**config.mk**
```make
export PLATFORM = sky130hd
export DESIGN_NAME = trivium_keystream_xor_flat
export DESIGN_NICKNAME = d
export VERILOG_FILES = /design/src/hdl/tks_pkg.sv /design/src/hdl/tks_ifs.sv /design/src/hdl/trivium_keystream_xor.sv /design/src/flat_wrapper.sv
export SDC_FILE = /design/constraint.sdc
export NUM_CORES = 1
export LEC_CHECK = 0
export CAP_MARGIN = 15
export CORE_ASPECT_RATIO = 0.5
export CORE_UTILIZATION = 53
export DETAILED_ROUTE_END_ITERATION = 6
export DONT_BUFFER_PORTS = 1
export PLACE_DENSITY = 0.73
export SETUP_SLACK_MARGIN = 0.5
export SYNTH_ARGS = -nofsm -noshare
export SYNTH_HDL_FRONTEND = slang
export SYNTH_SLANG_ARGS = --single-unit
```
**constraint.sdc**
```tcl
create_clock -name clk -period 2.5 [get_ports clk]
set_input_delay 0.5 -clock clk [delete_from_list [all_inputs] [get_ports clk]]
set_output_delay 0.5 -clock clk [all_outputs]
set_load 0.02 [all_outputs]
```
**src/hdl/tks_pkg.sv**
```systemverilog
package tks_pkg;

  localparam int LenA = 93;
  localparam int LenB = 84;
  localparam int LenC = 111;
  localparam int KeyIvBits = 80;
  localparam int WarmSteps = 4 * 288;
  localparam int ByteBits = 8;
  localparam int CntW = $clog2(WarmSteps);
  localparam int CfgW = 64;
  localparam int IdxW = 2;

  typedef enum logic [IdxW-1:0] {
    REG_KEY_LOW  = 2'd0,
    REG_KEY_HIGH = 2'd1,
    REG_IV_LOW   = 2'd2,
    REG_IV_HIGH  = 2'd3
  } reg_index_t;

  // Operation field of an input item.
  typedef enum logic {
    OP_INIT = 1'b0,
    OP_DATA = 1'b1
  } op_t;

  typedef enum logic [1:0] {
    ST_IDLE,
    ST_WARM,
    ST_DATA,
    ST_FIN
  } state_t;

  typedef struct packed {
    logic [LenA-1:0] a;
    logic [LenB-1:0] b;
    logic [LenC-1:0] c;
  } cipher_state_t;

  // One cipher step: returns the keystream bit and the advanced state.
  function automatic logic step(input cipher_state_t s, output cipher_state_t s_next);
    logic t1;
    logic t2;
    logic t3;
    logic z;
    t1 = s.a[65] ^ s.a[92];
    t2 = s.b[68] ^ s.b[83];
    t3 = s.c[65] ^ s.c[110];
    z = t1 ^ t2 ^ t3;
    t1 = t1 ^ (s.a[90] & s.a[91]) ^ s.b[77];
    t2 = t2 ^ (s.b[81] & s.b[82]) ^ s.c[86];
    t3 = t3 ^ (s.c[108] & s.c[109]) ^ s.a[68];
    s_next.a = {s.a[LenA-2:0], t3};
    s_next.b = {s.b[LenB-2:0], t1};
    s_next.c = {s.c[LenC-2:0], t2};
    return z;
  endfunction

endpackage

```
**src/hdl/tks_ifs.sv**
```systemverilog
interface tks_in_if;
  logic       valid;
  logic       ready;
  logic       operation;
  logic [7:0] data_byte;

  modport source (output valid, output operation, output data_byte, input ready);
  modport sink (input valid, input operation, input data_byte, output ready);
endinterface

interface tks_out_if;
  logic       valid;
  logic       ready;
  logic [7:0] result_byte;

  modport source (output valid, output result_byte, input ready);
  modport sink (input valid, input result_byte, output ready);
endinterface

```
**src/hdl/trivium_keystream_xor.sv**
```systemverilog
// Operation: an initialize item keeps the block busy for the warm-up steps and gives no
// result; a data item runs 8 cipher steps and loads the output register once it is free.
// Throughput: one cipher step per cycle, while warming up or stepping data, through a
// single shared step unit; a new item is taken only once the last one is through. Reset
// (rst, synchronous, active high) clears the cipher state, key, IV and all handshakes.
module trivium_keystream_xor (
  input  logic                          clk,
  input  logic                          rst,
  input  logic                          write_enable,
  input  logic [tks_pkg::IdxW-1:0]      reg_index,
  input  logic [tks_pkg::CfgW-1:0]      write_data,
  tks_in_if.sink                        req,
  tks_out_if.source                     rsp
);

  // Key and IV configuration registers. They take effect at the next initialize.
  logic [63:0] key_low;
  logic [15:0] key_high;
  logic [63:0] iv_low;
  logic [15:0] iv_high;

  // The three cipher shift registers, held as one record.
  tks_pkg::cipher_state_t cs;
  tks_pkg::cipher_state_t cs_next;
  tks_pkg::cipher_state_t cs_step;
  logic                   z;

  tks_pkg::state_t           state;
  tks_pkg::state_t           state_next;
  logic [tks_pkg::CntW-1:0]  cnt;
  logic [tks_pkg::CntW-1:0]  cnt_next;

  // Keystream bits collected for the current byte, first bit ends in bit 7.
  logic [7:0] ks;
  logic [7:0] ks_next;
  logic [7:0] data;
  logic [7:0] result;
  logic       out_valid;
  logic       out_valid_next;
  logic       load_result;
  logic       accept;

  // Configuration writes are plain register updates.
  always_ff @(posedge clk) begin
    if (rst) begin
      key_low  <= '0;
      key_high <= '0;
      iv_low   <= '0;
      iv_high  <= '0;
    end else if (write_enable) begin
      case (tks_pkg::reg_index_t'(reg_index))
        tks_pkg::REG_KEY_LOW:  key_low  <= write_data;
        tks_pkg::REG_KEY_HIGH: key_high <= write_data[15:0];
        tks_pkg::REG_IV_LOW:   iv_low   <= write_data;
        tks_pkg::REG_IV_HIGH:  iv_high  <= write_data[15:0];
        default: ;
      endcase
    end
  end

  // The single shared step unit: one keystream bit per cycle.
  always_comb begin
    z = tks_pkg::step(cs, cs_step);
  end

  assign req.ready = (state == tks_pkg::ST_IDLE);
  assign accept    = req.valid && req.ready;

  always_ff @(posedge clk) begin
    if (rst) begin
      state     <= tks_pkg::ST_IDLE;
      cnt       <= '0;
      cs        <= '0;
      out_valid <= 1'b0;
    end else begin
      state     <= state_next;
      cnt       <= cnt_next;
      cs        <= cs_next;
      out_valid <= out_valid_next;
    end
  end

  // Payload registers need no reset.
  always_ff @(posedge clk) begin
    ks <= ks_next;
    if (accept) begin
      data <= req.data_byte;
    end
    if (load_result) begin
      result <= data ^ ks;
    end
  end

  // Sequencer: an initialize loads key and IV and then runs the warm-up steps; a data
  // item runs eight steps and then waits until the output register is free.
  always_comb begin
    state_next     = state;
    cnt_next       = cnt;
    cs_next        = cs;
    ks_next        = ks;
    load_result    = 1'b0;
    out_valid_next = out_valid && !rsp.ready;
    case (state)
      tks_pkg::ST_IDLE: begin
        if (accept) begin
          cnt_next = '0;
          if (req.operation == tks_pkg::OP_DATA) begin
            state_next = tks_pkg::ST_DATA;
          end else begin
            cs_next.a = {{(tks_pkg::LenA - tks_pkg::KeyIvBits){1'b0}}, key_high, key_low};
            cs_next.b = {{(tks_pkg::LenB - tks_pkg::KeyIvBits){1'b0}}, iv_high, iv_low};
            cs_next.c = {3'b111, {(tks_pkg::LenC - 3){1'b0}}};
            state_next = tks_pkg::ST_WARM;
          end
        end
      end
      tks_pkg::ST_WARM: begin
        cs_next  = cs_step;
        cnt_next = cnt + 1'b1;
        if (cnt == tks_pkg::CntW'(tks_pkg::WarmSteps - 1)) begin
          state_next = tks_pkg::ST_IDLE;
        end
      end
      tks_pkg::ST_DATA: begin
        cs_next  = cs_step;
        ks_next  = {ks[6:0], z};
        cnt_next = cnt + 1'b1;
        if (cnt == tks_pkg::CntW'(tks_pkg::ByteBits - 1)) begin
          state_next = tks_pkg::ST_FIN;
        end
      end
      tks_pkg::ST_FIN: begin
        if (!out_valid || rsp.ready) begin
          load_result    = 1'b1;
          out_valid_next = 1'b1;
          state_next     = tks_pkg::ST_IDLE;
        end
      end
      default: begin
        state_next = tks_pkg::ST_IDLE;
      end
    endcase
  end

  assign rsp.valid       = out_valid;
  assign rsp.result_byte = result;

endmodule
```
**src/flat_wrapper.sv**
```systemverilog
// flat-port wrapper written by rule: the top's interface ports become plain ports
module trivium_keystream_xor_flat 
  (clk, rst, write_enable, reg_index, write_data, req_valid, req_operation, req_data_byte, req_ready, rsp_valid, rsp_result_byte, rsp_ready);
  tks_in_if req_i ();
  tks_out_if rsp_i ();
  input  logic clk;
  input  logic rst;
  input  logic write_enable;
  input  logic [tks_pkg::IdxW-1:0] reg_index;
  input  logic [tks_pkg::CfgW-1:0] write_data;
  input wire logic [$bits(req_i.valid)-1:0] req_valid;
  input wire logic [$bits(req_i.operation)-1:0] req_operation;
  input wire logic [$bits(req_i.data_byte)-1:0] req_data_byte;
  output wire logic [$bits(req_i.ready)-1:0] req_ready;
  output wire logic [$bits(rsp_i.valid)-1:0] rsp_valid;
  output wire logic [$bits(rsp_i.result_byte)-1:0] rsp_result_byte;
  input wire logic [$bits(rsp_i.ready)-1:0] rsp_ready;
  assign req_i.valid = req_valid;
  assign req_i.operation = req_operation;
  assign req_i.data_byte = req_data_byte;
  assign req_ready = req_i.ready;
  assign rsp_valid = rsp_i.valid;
  assign rsp_result_byte = rsp_i.result_byte;
  assign rsp_i.ready = rsp_ready;
  trivium_keystream_xor u_core (.clk(clk), .rst(rst), .write_enable(write_enable), .reg_index(reg_index), .write_data(write_data), .req(req_i), .rsp(rsp_i));
endmodule
```
## After elaboration in Yosys (flattened, before gate mapping)

Index checks and enable logic that the tools add are counted.

- Flip-flop bits (word level): 486
- Input bits: 80
- Output and inout bits: 10
- Word-level logic and storage cells: 73

- $add $sub $neg: 1
- Equality and inequality tests: 13
- Multiplexer cells: 15
- Bitwise gates (word level): 15
- Reduce and logical (&&, ||, !) cells: 16

Operator list:

| cell | count |
|---|---|
| 2-to-1 mux 288 bit | 2 |
| one-hot mux 288 bit (2 select lines) | 1 |
| one-hot mux 11 bit (2 select lines) | 1 |
| adder 11 x 1 -> 11 bit (second input constant) | 1 |
| == test 11 bit (second input constant) | 1 |
| == test 11 x 3 -> 1 bit (second input constant) | 1 |
| 2-to-1 mux 11 bit | 1 |
| XOR 1 bit | 11 |
| 2-to-1 mux 2 bit | 5 |
| AND reduction 2 bit | 5 |
| == test 2 bit (second input constant) | 4 |
| one-hot mux 2 bit (4 select lines) | 1 |
| XOR 8 bit | 1 |
| inequality test 2 x 1 -> 1 bit (second input constant) | 3 |
| == test 2 x 1 -> 1 bit (second input constant) | 2 |
| zero test 2 bit | 2 |
| 2-to-1 mux 1 bit | 4 |
| inequality test 2 bit (second input constant) | 2 |
| AND reduction 4 bit | 1 |
| AND 1 bit | 3 |
| AND reduction 3 bit | 1 |
| logical AND 1 bit | 2 |
| zero test 1 bit | 2 |
| nonzero test 2 bit | 1 |
| 2 further kinds | 2 |

## Longest topological paths before layout

- Word-level depth: 4
- Mapped depth: 8
- Gate-level depth less buffers: 6

## Worst setup path before layout

No wires, ideal clock.

- Path kind: register to register
- Start point: register u_core.state[0]
- End point: register u_core.cnt[9] (netlist name)
- Setup time: 0.071 ns
- Data arrival time: 1.997 ns
- Required time: 2.429 ns
- Setup slack: 0.433 ns
- Stages on the path, launching flop included: 7
- Buffers on the path: 0
- Clock period less this slack: 2.067 ns
- Path through: dfxtp_1 -> inv_1 -> ha_1 -> nor2b_2 -> or4_1 -> or3_1 -> a21oi_1

- Cells in the longest elaborated chain, start to end: 4
- Elaborated cells between the ends (all ways): 9
- Classes of those cells: 3 x eq/ne; 1 x mux; 5 x reduce/logical

RTL lines:

| item | line | RTL |
|---|---|---|
| start, declared | trivium_keystream_xor.sv:28 | `tks_pkg::state_t state;` |
| start signal, assigned | trivium_keystream_xor.sv:71 | `state <= tks_pkg::ST_IDLE;` |
| start signal, assigned | trivium_keystream_xor.sv:76 | `state <= state_next;` |
| zero test 2 bit (*) | trivium_keystream_xor.sv:66 | `assign req.ready = (state == tks_pkg::ST_IDLE);` |
| via req_ready | flat_wrapper.sv:14 | `output wire logic [$bits(req_i.ready)-1:0] req_ready;` |
| logical AND 1 bit | trivium_keystream_xor.sv:67 | `assign accept = req.valid && req.ready;` |
| inequality test 2 bit (no source line) | -- |  |
| AND reduction 2 bit (no source line) | -- |  |
| end signal, assigned | trivium_keystream_xor.sv:77 | `cnt <= cnt_next;` |
| end, declared | trivium_keystream_xor.sv:30 | `logic [tks_pkg::CntW-1:0] cnt;` |

Mark *: on every way through the listed nets, which the timed path passes. The rest lies on a longest branch.
A chain may end at the register's enable or synchronous reset.

## Worst setup path in the final report

- Start point: register u_core.state[1]
- End point: register u_core.cnt[9] (netlist name)

Same word-level chain as after synthesis.

==> results by group <==
Finish
  • Fin nets: 2109
  • Area delta synth->final: 9.313%
  • Commonest non-fill, non-tap cell in the layout: dfxtp_1
  • Share of cells above drive strength 1: 5.659%
  • Most frequent cells in the layout: 460 x dfxtp_1, 455 x nand2_1, 295 x a21oi_1
  • Ant. Diodes: 0
  • Fin util: 59.09%
  • Finished Cell Area: 20440 um^2

CTS
  • Worst-Skew Late Latency: 550 ps
  • Clock transition at path regs: 70 ps
  • Clock sink count: 486
  • CTS Hold Bufs: 0
  • Htree depth: 2
  • CTS tree: yes
  • Clk buf depth: 3
  • CTS buffer count: 42
  • Root buffer cell: clkbuf_16

Pwr
  • P per Cell Area: 1222 nW/um^2
  • Total power: 0.02498 W
  • IR drop worst, VDD: 1.038 mV
  • Leak pwr: 6.944 nW

STA
  • Clock skew: 13.65 ps
  • Fin. Hold Viols: 0
  • Max Freq: 508.2 MHz
  • WHS: 39.14 ps
  • Fin Setup TNS: 0 ps
  • RSZ-0062 raised after global routing: yes
  • Fin crit share: 78.70%
  • Slew margin rel.: 47.30%
  • Final setup fails: 0
  • Worst slew pin tran: 788.9 ps
  • Final min period: 1968 ps
  • Slew Viols, Final: 0

Global route
  • Pin count of the biggest net entering global routing: 454
  • Total grt overflow: 0
  • Vias in the first global route: 12740
  • First-pass GRT wire length: 62.87 mm
  • GR Util All Layers: 20.71%
  • Initial antenna violation count: 0

Place
  • Global placement routability congestion: 0.7563
  • Port bufs: 0
  • Post-detail-place hpwl: 21.14 mm
  • Area after DPL: 19020 um^2

Critical path
  • Crit Path Class: flip-flop to flip-flop
  • Critical path arrival: 2450 ps
  • Crit path max fanout: 7
  • Crit. End Element: flip-flop
  • Largest delay contributor family on the critical path: simple AND/OR/NAND/NOR gates
  • Critical path startpoint category: flip-flop
  • Slowest stage delay, CP: 540 ps
  • Crit path cell chain: inv_2, ha_4, nor2b_2, or4_4, or3_1, a21oi_1
  • Critical path's slowest cell: or4_4
  • CP bufs+invs: 1
  • CP required: 2980 ps

Synthesis
  • Register area share after synthesis: 53.31%
  • Net Count, Synth: 2209
  • Post-synthesis cell type count: 46
  • Synth Warn #: 0
  • Mapped cell area: 18700 um^2
  • Fraction of registers with async set/reset: 0%
  • Cells after Synth: 2122
  • Synthesis-stage register bit count: 486
  • Syn Area/Cell: 8.813 um^2
  • Main flop type after synthesis: dfxtp_1
  • Post-synth EDFFs: 24

Routing
  • Via-to-Cell Ratio: 5.506
  • Iter 0 DRT Violations: 1271
  • Antenna Violating Nets Remaining: 0
  • DRC: 0
  • Wire length per cell: 15.00 um
  • Final WL: 37.87 mm
  • DR pass1 iterations: 5
  • Via count: 13900

Floorplanning
  • Die height: 134.8 um
  • Num ports: 90
  • Starting Density: 54.06%
  • Die width: 267.6 um
  • Row Count: 48
  • Die footprint: 36090 um^2
  • Core area: 34590 um^2

Outcome
  • Outcome: finished, final reports clean

Hold path
  • Min-delay worst type: input port to flip-flop

Run
  • Max_cap viols: 0
-- worst paths after layout --
check,startpoint,cells past startpoint,slack [ps],endpoint
min,rst,1,40,u_core.iv_low[8]$_SDFFE_PP0P_
max reg2reg,u_core.state[1]$_SDFFE_PP0P_,6,530,u_core.cnt[9]$_SDFFE_PP0P_
min reg2reg,u_core.iv_low[8]$_SDFFE_PP0P_,2,450,u_core.iv_low[8]$_SDFFE_PP0P_
max,u_core.state[1]$_SDFFE_PP0P_,6,530,u_core.cnt[9]$_SDFFE_PP0P_
-- routing by layer --
metal	routed length, um	vias up	track usage [%]
met2	17620	174	33.62
li1	-	7081	-
met4	601	0	4.952
met5	0	-	0
met1	18160	6601	28.46
met3	1487	47	4.103
-- cell families after synthesis --
kind of cell | after synthesis | share of synthesized area (%)
and+or+nand+nor | 786 | 17.23
DFF | 486 | 53.31
xor gates and xnor gates | 20 | 1.158
buffers and inverters | 191 | 4.115
muxes | 159 | 8.511
adders and majority gates | 7 | 0.4683
AOI/OAI and AO/OA | 473 | 15.21
-- area by class of cell --
| class | count | area (um^2) |
|---|---|---|
| fill | 3050 | 14150 |
| sequential | 486 | 9972 |
| multi-input combinational | 1445 | 8009 |
| clock buffer | 65 | 1239 |
| tap | 475 | 594.3 |
| timing repair buffer | 39 | 534.3 |
| clock inverter | 7 | 63.81 |
| inverter | 8 | 30.03 |
-- per-stage QoR --
| step | setup slack (ps) | std cells |
|---|---|---|
| after CTS | 510.4 | 2521 |
| after global routing | 424.1 | 2525 |
| after global placement | 455.8 | 2449 |
| final | 532.4 | 2525 |
| after detailed placement | 407.8 | 2449 |
| after floorplan | 523.9 | 2122 |
-- synthesized netlist by cell type, types with 7 or more instances --
master	instances	share of area (%)
clkbuf_1	135	2.7
edfxtp_1	24	3.9
a211oi_1	160	6.4
nand2_1	455	9.1
buf_2	36	0.96
dfxtp_1	462	49
nor2_1	171	3.4
mux2i_1	159	8.5
a21oi_1	296	7.9
ha_1	7	0.47
inv_1	7	0.14
nand3_1	129	3.5
xnor2_1	8	0.37
xor2_1	9	0.42
buf_1	11	0.22
-- flip-flops by register name, indices dropped and copies added (netlist names) --
name                    count
u_core.iv_high             16
u_core.ks                   8
u_core.iv_low              64
u_core.cnt                 11
u_core.state                2
u_core.key_high            16
u_core.cs                 288
u_core.data                 8
u_core.rsp.result_byte      8
u_core.rsp.valid            1
u_core.key_low             64
-- report_power, final --
group / total [W] / switching (W) / leakage [nW] / internal (W)
registers: 0.00983 / 0.000686 / 3.99 / 0.00914
clock network: 0.00630 / 0.00279 / 0.642 / 0.00351
logic: 0.00885 / 0.00535 / 2.31 / 0.00350
-- what timing repair did --
action,4_1_cts,5_1_grt
gates cloned,0,3
setup endpoints to repair,10,110
setup buffers,0,1
pin swaps,0,3
gates resized for setup,4,6
Note: power is estimated with default switching activity, not from simulation.
